--- config.mk ---
export PLATFORM = sky130hd
export DESIGN_NAME = sliding_window_anagram_finder
export DESIGN_NICKNAME = d
export VERILOG_FILES = /design/src/hw/rtl/swaf_pkg.sv /design/src/hw/rtl/sliding_window_anagram_finder.sv
export SDC_FILE = /design/constraint.sdc
export NUM_CORES = 2
export LEC_CHECK = 0
export BUFFER_PORTS_ARGS = -buffer_cell sky130_fd_sc_hd__buf_2
export CAP_MARGIN = 10
export CORE_MARGIN = 5
export CORE_UTILIZATION = 58
export CTS_BUF_LIST = sky130_fd_sc_hd__clkbuf_4
export CTS_CLUSTER_DIAMETER = 60
export DETAILED_ROUTE_END_ITERATION = 10
export GPL_TIMING_DRIVEN = 0
export MAX_ROUTING_LAYER = met4
export PLACE_DENSITY = 0.75
export SETUP_SLACK_MARGIN = 0.02
export SYNTH_ARGS = -nofsm -noshare
export SYNTH_HDL_FRONTEND = slang
export SYNTH_SLANG_ARGS = --single-unit
--- constraint.sdc ---
create_clock -name clock -period 12.1 [get_ports clock]
set_input_delay 2.42 -clock clock [delete_from_list [all_inputs] [get_ports clock]]
set_output_delay 2.42 -clock clock [all_outputs]
set_load 0.01 [all_outputs]
--- src/hw/rtl/swaf_pkg.sv ---
// Shared types and constants for the sliding window anagram finder.
// Standalone package; the top level imports it.
package swaf_pkg;

   localparam int FUNC_W   = 2;
   localparam int LETTER_W = 5;
   localparam int INDEX_W  = 32;

   typedef enum logic [FUNC_W-1:0] {
      FUNC_CLEAR   = 2'd0,
      FUNC_PATTERN = 2'd1,
      FUNC_TEXT    = 2'd2
   } func_type;

   typedef logic [LETTER_W-1:0] letter_type;
   typedef logic [INDEX_W-1:0]  index_type;

   localparam index_type POS_MAX = '1;

endpackage

--- src/hw/rtl/sliding_window_anagram_finder.sv ---
// Sliding window anagram finder: an accepted text item passes through the stage 1 registers and
// the result queue to rsp_valid; throughput is one item per cycle while req_stall is low, paced by
// the single history memory (one read and one write each cycle) and the letter count cells.
// Reset is synchronous, active high: counts, pattern length, position, ring pointer and
// the result queue clear at once; the history memory needs no clearing, since only
// entries written after the last restart are ever read.
module sliding_window_anagram_finder #(
   parameter int MAX_PAT  = 64,
   parameter int ALPHABET = 26
) (
   input  logic                              clock,
   input  logic                              reset,
   input  logic                              req_valid,
   output logic                              req_stall,
   input  logic [swaf_pkg::FUNC_W-1:0]       req_func,
   input  logic [swaf_pkg::LETTER_W-1:0]     req_letter,
   output logic                              rsp_valid,
   input  logic                              rsp_stall,
   output logic [swaf_pkg::INDEX_W-1:0]      rsp_match_index
);
   import swaf_pkg::*;

   // Counts never exceed MAX_PAT; the ring index covers MAX_PAT slots.
   localparam int CNT_W = $clog2(MAX_PAT + 1);
   localparam int AW    = (MAX_PAT > 1) ? $clog2(MAX_PAT) : 1;
   localparam int SW    = AW + 1;

   // ------------------------------------------------------------------
   // State
   // ------------------------------------------------------------------
   logic [CNT_W-1:0] pattern_cnt_ff [ALPHABET];
   logic [CNT_W-1:0] pattern_cnt_in [ALPHABET];
   logic [CNT_W-1:0] window_cnt_ff  [ALPHABET];
   logic [CNT_W-1:0] window_cnt_in  [ALPHABET];
   logic [CNT_W-1:0] plen_ff, plen_in;
   index_type        pos_ff, pos_in;
   logic [AW-1:0]    ring_ff, ring_in;

   // Letter history ring: one write and one registered read per cycle.
   letter_type       history_mem [MAX_PAT];
   letter_type       history_rd_ff;

   // Stage 1: a text item waiting for its old letter from the history memory.
   logic             s1_valid_ff, s1_valid_in;
   logic             s1_remove_ff;
   logic             s1_add_ff;
   logic             s1_emit_ff;
   letter_type       s1_letter_ff;
   index_type        s1_index_ff;

   // Two-entry result queue that parts the result side from the pipeline.
   index_type        q_data_ff [2];
   logic [1:0]       q_cnt_ff, q_cnt_in;
   logic             q_rd_ff, q_rd_in;
   logic             q_wr_ff, q_wr_in;

   // ------------------------------------------------------------------
   // Handshake
   // ------------------------------------------------------------------
   logic       accept;
   logic       pop;
   logic       push;
   logic [2:0] load;

   assign pop       = (q_cnt_ff != 2'd0) && !rsp_stall;
   assign rsp_valid = (q_cnt_ff != 2'd0);
   assign rsp_match_index = q_data_ff[q_rd_ff];

   // An item taken now may push in the cycle after the stage 1 item pushes; hold off
   // when the queue could not take both.
   assign load      = {1'b0, q_cnt_ff} + {2'b0, s1_valid_ff} - {2'b0, pop};
   assign req_stall = (load >= 3'd2);
   assign accept    = req_valid && !req_stall;

   // ------------------------------------------------------------------
   // Stage 0: decode the item, advance position and ring, issue the read
   // ------------------------------------------------------------------
   logic             do_clear;
   logic             do_pattern;
   logic             do_text;
   logic             restart;
   logic             letter_ok;
   logic             text_live;
   logic             remove;
   logic             emit;
   logic [INDEX_W:0] pos_plus1;
   logic [SW-1:0]    slot_sum;
   logic [AW-1:0]    old_slot;
   index_type        start_index;

   assign letter_ok = (32'(req_letter) < 32'(ALPHABET));

   always_comb begin
      do_clear   = 1'b0;
      do_pattern = 1'b0;
      do_text    = 1'b0;
      case (req_func)
         FUNC_CLEAR: begin
            do_clear = accept;
         end
         FUNC_PATTERN: begin
            // drop the letter when the pattern is full or the code is out of range
            do_pattern = accept && (plen_ff < CNT_W'(MAX_PAT)) && letter_ok;
         end
         FUNC_TEXT: begin
            do_text = accept;
         end
         default: begin
         end
      endcase
   end

   assign restart   = do_clear || do_pattern;
   assign text_live = do_text && (plen_ff != '0);

   // Oldest letter sits pattern-length slots behind the write slot.
   assign slot_sum = {1'b0, ring_ff} + SW'(MAX_PAT) - SW'(plen_ff);
   assign old_slot = (slot_sum >= SW'(MAX_PAT)) ? AW'(slot_sum - SW'(MAX_PAT))
                                                : AW'(slot_sum);

   assign remove      = (pos_ff >= INDEX_W'(plen_ff));
   assign pos_plus1   = {1'b0, pos_ff} + (INDEX_W+1)'(1);
   assign emit        = (pos_plus1 >= (INDEX_W+1)'(plen_ff));
   assign start_index = pos_ff - INDEX_W'(plen_ff) + INDEX_W'(1);

   always_comb begin
      plen_in = plen_ff;
      pos_in  = pos_ff;
      ring_in = ring_ff;
      if (do_clear) begin
         plen_in = '0;
      end else if (do_pattern) begin
         plen_in = plen_ff + CNT_W'(1);
      end
      if (restart) begin
         pos_in  = '0;
         ring_in = '0;
      end else if (do_text) begin
         // saturate the position; the window keeps sliding
         if (pos_ff != POS_MAX) begin
            pos_in = pos_ff + INDEX_W'(1);
         end
         if (text_live) begin
            ring_in = (ring_ff == AW'(MAX_PAT - 1)) ? '0 : ring_ff + AW'(1);
         end
      end
   end

   always_ff @(posedge clock) begin
      if (reset) begin
         plen_ff <= '0;
         pos_ff  <= '0;
         ring_ff <= '0;
      end else begin
         plen_ff <= plen_in;
         pos_ff  <= pos_in;
         ring_ff <= ring_in;
      end
   end

   // Read-before-write: with a full-length pattern the old slot is the write slot.
   always_ff @(posedge clock) begin
      if (text_live) begin
         history_rd_ff         <= history_mem[old_slot];
         history_mem[ring_ff]  <= req_letter;
      end
   end

   assign s1_valid_in = text_live;

   always_ff @(posedge clock) begin
      if (reset) begin
         s1_valid_ff <= 1'b0;
      end else begin
         s1_valid_ff <= s1_valid_in;
      end
   end

   always_ff @(posedge clock) begin
      if (text_live) begin
         s1_remove_ff <= remove;
         s1_add_ff    <= letter_ok;
         s1_emit_ff   <= emit;
         s1_letter_ff <= req_letter;
         s1_index_ff  <= start_index;
      end
   end

   // ------------------------------------------------------------------
   // Count cells: pattern counts update on a taken pattern letter, window counts
   // on the stage 1 item. A restart in stage 0 wins over the older stage 1 update.
   // ------------------------------------------------------------------
   logic window_match;

   always_comb begin
      window_match = 1'b1;
      for (int k = 0; k < ALPHABET; k++) begin
         pattern_cnt_in[k] = pattern_cnt_ff[k];
         if (do_pattern && (32'(req_letter) == k)) begin
            pattern_cnt_in[k] = pattern_cnt_ff[k] + CNT_W'(1);
         end

         window_cnt_in[k] = window_cnt_ff[k];
         if (s1_valid_ff) begin
            if (s1_remove_ff && (32'(history_rd_ff) == k) && (window_cnt_ff[k] != '0)) begin
               window_cnt_in[k] = window_cnt_in[k] - CNT_W'(1);
            end
            if (s1_add_ff && (32'(s1_letter_ff) == k)) begin
               window_cnt_in[k] = window_cnt_in[k] + CNT_W'(1);
            end
         end
         // compare against the pattern as it stood when this item was taken
         if (window_cnt_in[k] != pattern_cnt_ff[k]) begin
            window_match = 1'b0;
         end
      end
   end

   always_ff @(posedge clock) begin
      for (int k = 0; k < ALPHABET; k++) begin
         if (reset || do_clear) begin
            pattern_cnt_ff[k] <= '0;
         end else begin
            pattern_cnt_ff[k] <= pattern_cnt_in[k];
         end
         if (reset || restart) begin
            window_cnt_ff[k] <= '0;
         end else begin
            window_cnt_ff[k] <= window_cnt_in[k];
         end
      end
   end

   // ------------------------------------------------------------------
   // Result queue
   // ------------------------------------------------------------------
   assign push = s1_valid_ff && s1_emit_ff && window_match;

   always_comb begin
      q_cnt_in = q_cnt_ff + {1'b0, push} - {1'b0, pop};
      q_rd_in  = pop  ? !q_rd_ff : q_rd_ff;
      q_wr_in  = push ? !q_wr_ff : q_wr_ff;
   end

   always_ff @(posedge clock) begin
      if (reset) begin
         q_cnt_ff <= '0;
         q_rd_ff  <= 1'b0;
         q_wr_ff  <= 1'b0;
      end else begin
         q_cnt_ff <= q_cnt_in;
         q_rd_ff  <= q_rd_in;
         q_wr_ff  <= q_wr_in;
      end
   end

   always_ff @(posedge clock) begin
      if (push) begin
         q_data_ff[q_wr_ff] <= s1_index_ff;
      end
   end

endmodule
==> summary.txt <==
Timing
  • Unrepaired setup endpoints after global routing: false
  • Clock skew: 114 ps
  • Max transition margin: -4.08%
  • Worst-margin pin slew: around 1600 ps
  • Fin crit period: 12,080 ps
  • Final setup fails: 0
  • Hold_ws: between 400 and 500 ps
  • Final hold vios: 0
  • Tcrit/Tclk final: ~100%
  • Count of final max-slew check failures: 33
  • Setup total negative slack: 0 ps
  • F_max: about 0.083 GHz

Status
  • Failing checks: max-capacitance violations, max-slew violations
  • Status: complete, but fails checks

Die
  • Die Ht: roughly 310 um
  • Core area: approximately 0.09 mm2
  • Die area: between 0.09 and 0.1 mm2
  • Num rows: between 100 and 150
  • Initial core utilization: between 50% and 60%
  • Io pins: 45
  • Die Wd: between 300 and 400 um

Yosys
  • Synth unique cells: 105
  • Post-synthesis xor/xnor area fraction: a little over a tenth
  • Post-Syn Nets: between 5,000 and 6,000
  • Number of synthesized flops with an enable pin: around 430
  • Largest family of logic cells by synthesized area: simple AND/OR/NAND/NOR gates
  • Syn avg cell area: 9.66 um2
  • Post-synthesis sequential area ratio: between 40 and 50%
  • Synthesized area: 0.0513 mm2
  • Mux cell area share after synthesis: 8.04%
  • Synth top area cells: edfxtp_1 25%, dfxtp_1 16%, xnor2_1 6.5%
  • Most frequent cell after synthesis: nor2_1
  • Post-synthesis instance total: 5,306
  • Ys async rst share: 0%
  • Post-synth top area share: 25.1%
  • Commonest cells post-synth: 664 x nor2_1, 429 x edfxtp_1, 415 x dfxtp_1
  • Register bit total from synthesis: ~840
  • Synth Area in Compound Gates: between 10% and 20%
  • Post-synth top flop: edfxtp_1
  • Synthesized-area fraction occupied by adder cells: under 10%
  • Leading area contributor after synthesis: edfxtp_1
  • Synth warn: 0
  • Simple-gate portion of the synthesized area: slightly below 20%

Min path
  • HP Class: reg2reg

Power
  • Pwr/cell area: around 120 mW/mm2
  • Pleak: ~20 nW
  • Part of the power in registers: 46.3%
  • VDD IR max: approximately 0.00014 V
  • Cell Int Power: ~0.0046 W
  • Sw frac: around 29%
  • Clock power share: 40.8%
  • Combinational share of power: 12.9%
  • NetSw: between 0.0015 and 0.002 W

Global route
  • Vias in the first global route: ~44,000
  • First-pass GRT wire length: between 300,000 and 400,000 um
  • Total grt overflow: 0
  • Gr usage total: 47.1%
  • Initial antenna violation count: 33
  • Largest net degree at the start of global routing: 69

Placed design
  • Routability congestion estimate: between 1 and 1.5
  • DP HPWL: between 150,000 and 200,000 um
  • Buffers on Ports: 44

Clock tree
  • Hold_buf cts: 0
  • CTS sink cnt: roughly 840
  • # H-tree levels: 4
  • Setup Buffers After CTS: 0
  • Number of CTS-inserted buffers: about 220
  • Post-cts sizing count: 0
  • Skew-Pair Late Insertion Delay: 1310 ps
  • Clock transition at path regs: about 70 ps
  • CTS tree: yes
  • Root Buffer: clkbuf_4
  • CTS max path bufs: 3

Routing
  • 1st-iter DRT viols: 7,607
  • Post-route ant nets: 0
  • DRT Pass-1 Iters: 10
  • Routed WL per cell: about 32 um
  • Post-detailed-route via-to-cell ratio: 6.75
  • Routed wire length: between 200,000 and 250,000 um
  • DR vias: between 40,000 and 50,000
  • Residual DRC: 0

Worst setup path
  • Critical path, cell by cell: clkbuf_1 > buf_16 > clkbuf_2 > buf_1 > clkbuf_2 > buf_1 > clkbuf_1 > buf_1 > clkbuf_2 > buf_2 > nand2b_1 > fa_1 > xnor2_1 > nand3_1 > nor2_1 > or3_1 > clkbuf_1 > clkbuf_1 > clkbuf_1 > nor2_1
  • Most common cell type on the critical path: clkbuf_1
  • Cell family with most CP delay: buffers and inverters
  • Worst EP required: roughly 13,000 ps
  • Startpoint Class: flip-flop
  • Critical Path AT: approximately 13,000 ps
  • Critical Path End Type: flip-flop
  • Crit-path max FO: 12
  • Buf+Inv Stages, Crit Path: 13
  • CP Class: reg2reg
  • CP max stage cell: clkbuf_1
  • Slowest stage delay, CP: between 1000 and 1500 ps

Cells and area
  • Area added between synthesis and finish: 10.6%
  • Area of the multi-input gates: 0.0282 mm2
  • Layout cell share with drive strength beyond 1: between 10% and 20%
  • Layout Nets: roughly 5,800
  • Final Util: around 64%
  • Layout fillers: about 7,200
  • Seq. cell area: approximately 0.021 mm2

Run
  • Maxcap violations: 3
cell usage in the layout, fill, tap and decap left out, drive strengths merged, types with 21 or more instances in the layout:
cell type	netlist	final
nor2	664	664
clkbuf	268	592
edfxtp	429	429
dfxtp	415	415
xnor2	381	381
nand2	364	364
xor2	232	232
ha	200	200
inv	183	189
a21oi	183	183
o21ai	173	173
nand3	157	157
nor3	149	149
buf	54	139
nand4	125	125
mux2i	125	125
mux4	100	100
or3	89	89
nor4	80	80
clkinv	0	80
nand2b	55	55
mux2	55	55
and3	49	49
nor2b	48	48
a211oi	46	46
diode	0	41
and2	39	39
a31oi	38	38
o22ai	33	33
or4	32	32
o211ai	29	29
a2111oi	29	29
nor3b	28	28
nand3b	26	26
o21a	26	26
o31ai	25	25
a211o	23	23
or2	21	21
cells by family after synthesis:
kind of cell	count (synthesis)
AND/OR/NAND/NOR	2023
flip-flops	844
AO/OA/AOI/OAI	825
XOR/XNOR	624
buffers and inverters	505
multiplexers	280
adder cells (fa/ha/maj)	205
flip-flops by register name, indices dropped and copies added (netlist names), 2 cells and up, named ones only:
name,flops
window_cnt_ff,182
plen_ff,7
q_data_ff,64
history_mem,320
pattern_cnt_ff,182
s1_letter_ff,5
s1_index_ff,32
pos_ff,32
q_cnt_ff,2
history_rd_ff,5
ring_ff,6
power by group through the flow:
| stage | combinational, W | clock, W | sequential [W] |
|---|---|---|---|
| after CTS | 0.000802 | 0.00266 | 0.00303 |
| after global placement | 0.000747 | 0 | 0.00309 |
| after floorplan | 0.000442 | 0 | 0.00309 |
| final | 0.000845 | 0.00267 | 0.00303 |
| after global routing | 0.000849 | 0.00284 | 0.00302 |
| after detailed placement | 0.000793 | 0 | 0.00309 |
layout make-up:
type | count | area share (%)
Buffer | 322 | 2.20
Antenna cell | 41 | 0.181
Inverter | 183 | 1.21
Tap cell | 1165 | 2.57
Timing Repair Buffer | 85 | 1.55
Multi-Input combinational cell | 3957 | 49.7
Sequential cell | 844 | 37.3
Clock buffer | 324 | 4.29
Clock inverter | 90 | 0.944
worst reg2reg max path, stage by stage (launching register included):
cell and delay [ps]:
dfxtp_1 800, clkbuf_1 620, buf_16 250, clkbuf_2 680, buf_1 840, clkbuf_2 780, buf_1 500, clkbuf_1 590
buf_1 860, clkbuf_2 680, buf_2 810, nand2b_1 190, fa_1 420, xnor2_1 220, nand3_1 240, nor2_1 640
or3_1 200, clkbuf_1 640, clkbuf_1 690, clkbuf_1 1190, nor2_1 110
metrics by stage:
step                cell area [um2]  setup slack [ps]  cells  power, W
floorplan                     51300              4160   5306   0.00353
global placement              53000             -6030   6515   0.00384
detailed placement            53500               410   6545   0.00388
CTS                           56500               164   6959   0.00649
finish                        56700              15.5   7011   0.00654
global route                  56700               411   7001   0.00672
per-layer routing:
layer | vias to the layer above | global-route usage (%) | wire (um)
met1 | 22400 | 53.9 | 76200
met2 | 3681 | 67.0 | 93200
met4 | 0 | 40.2 | 24800
met3 | 1171 | 14.7 | 28100
li1 | 20100 | - | -
met5 | - | - | 0
worst paths after layout:
| check | start | end | slack (ps) | depth (start not counted) |
|---|---|---|---|---|
| setup / recovery | s1_valid_ff | window_cnt_ff[0][40] | 20 | 20 |
| hold / removal | s1_index_ff[3] | q_data_ff[0][3] | 410 | 0 |
| setup reg to reg | s1_valid_ff | window_cnt_ff[0][40] | 20 | 20 |
| hold reg to reg | s1_index_ff[3] | q_data_ff[0][3] | 410 | 0 |
(Power assumes the default switching activity.)
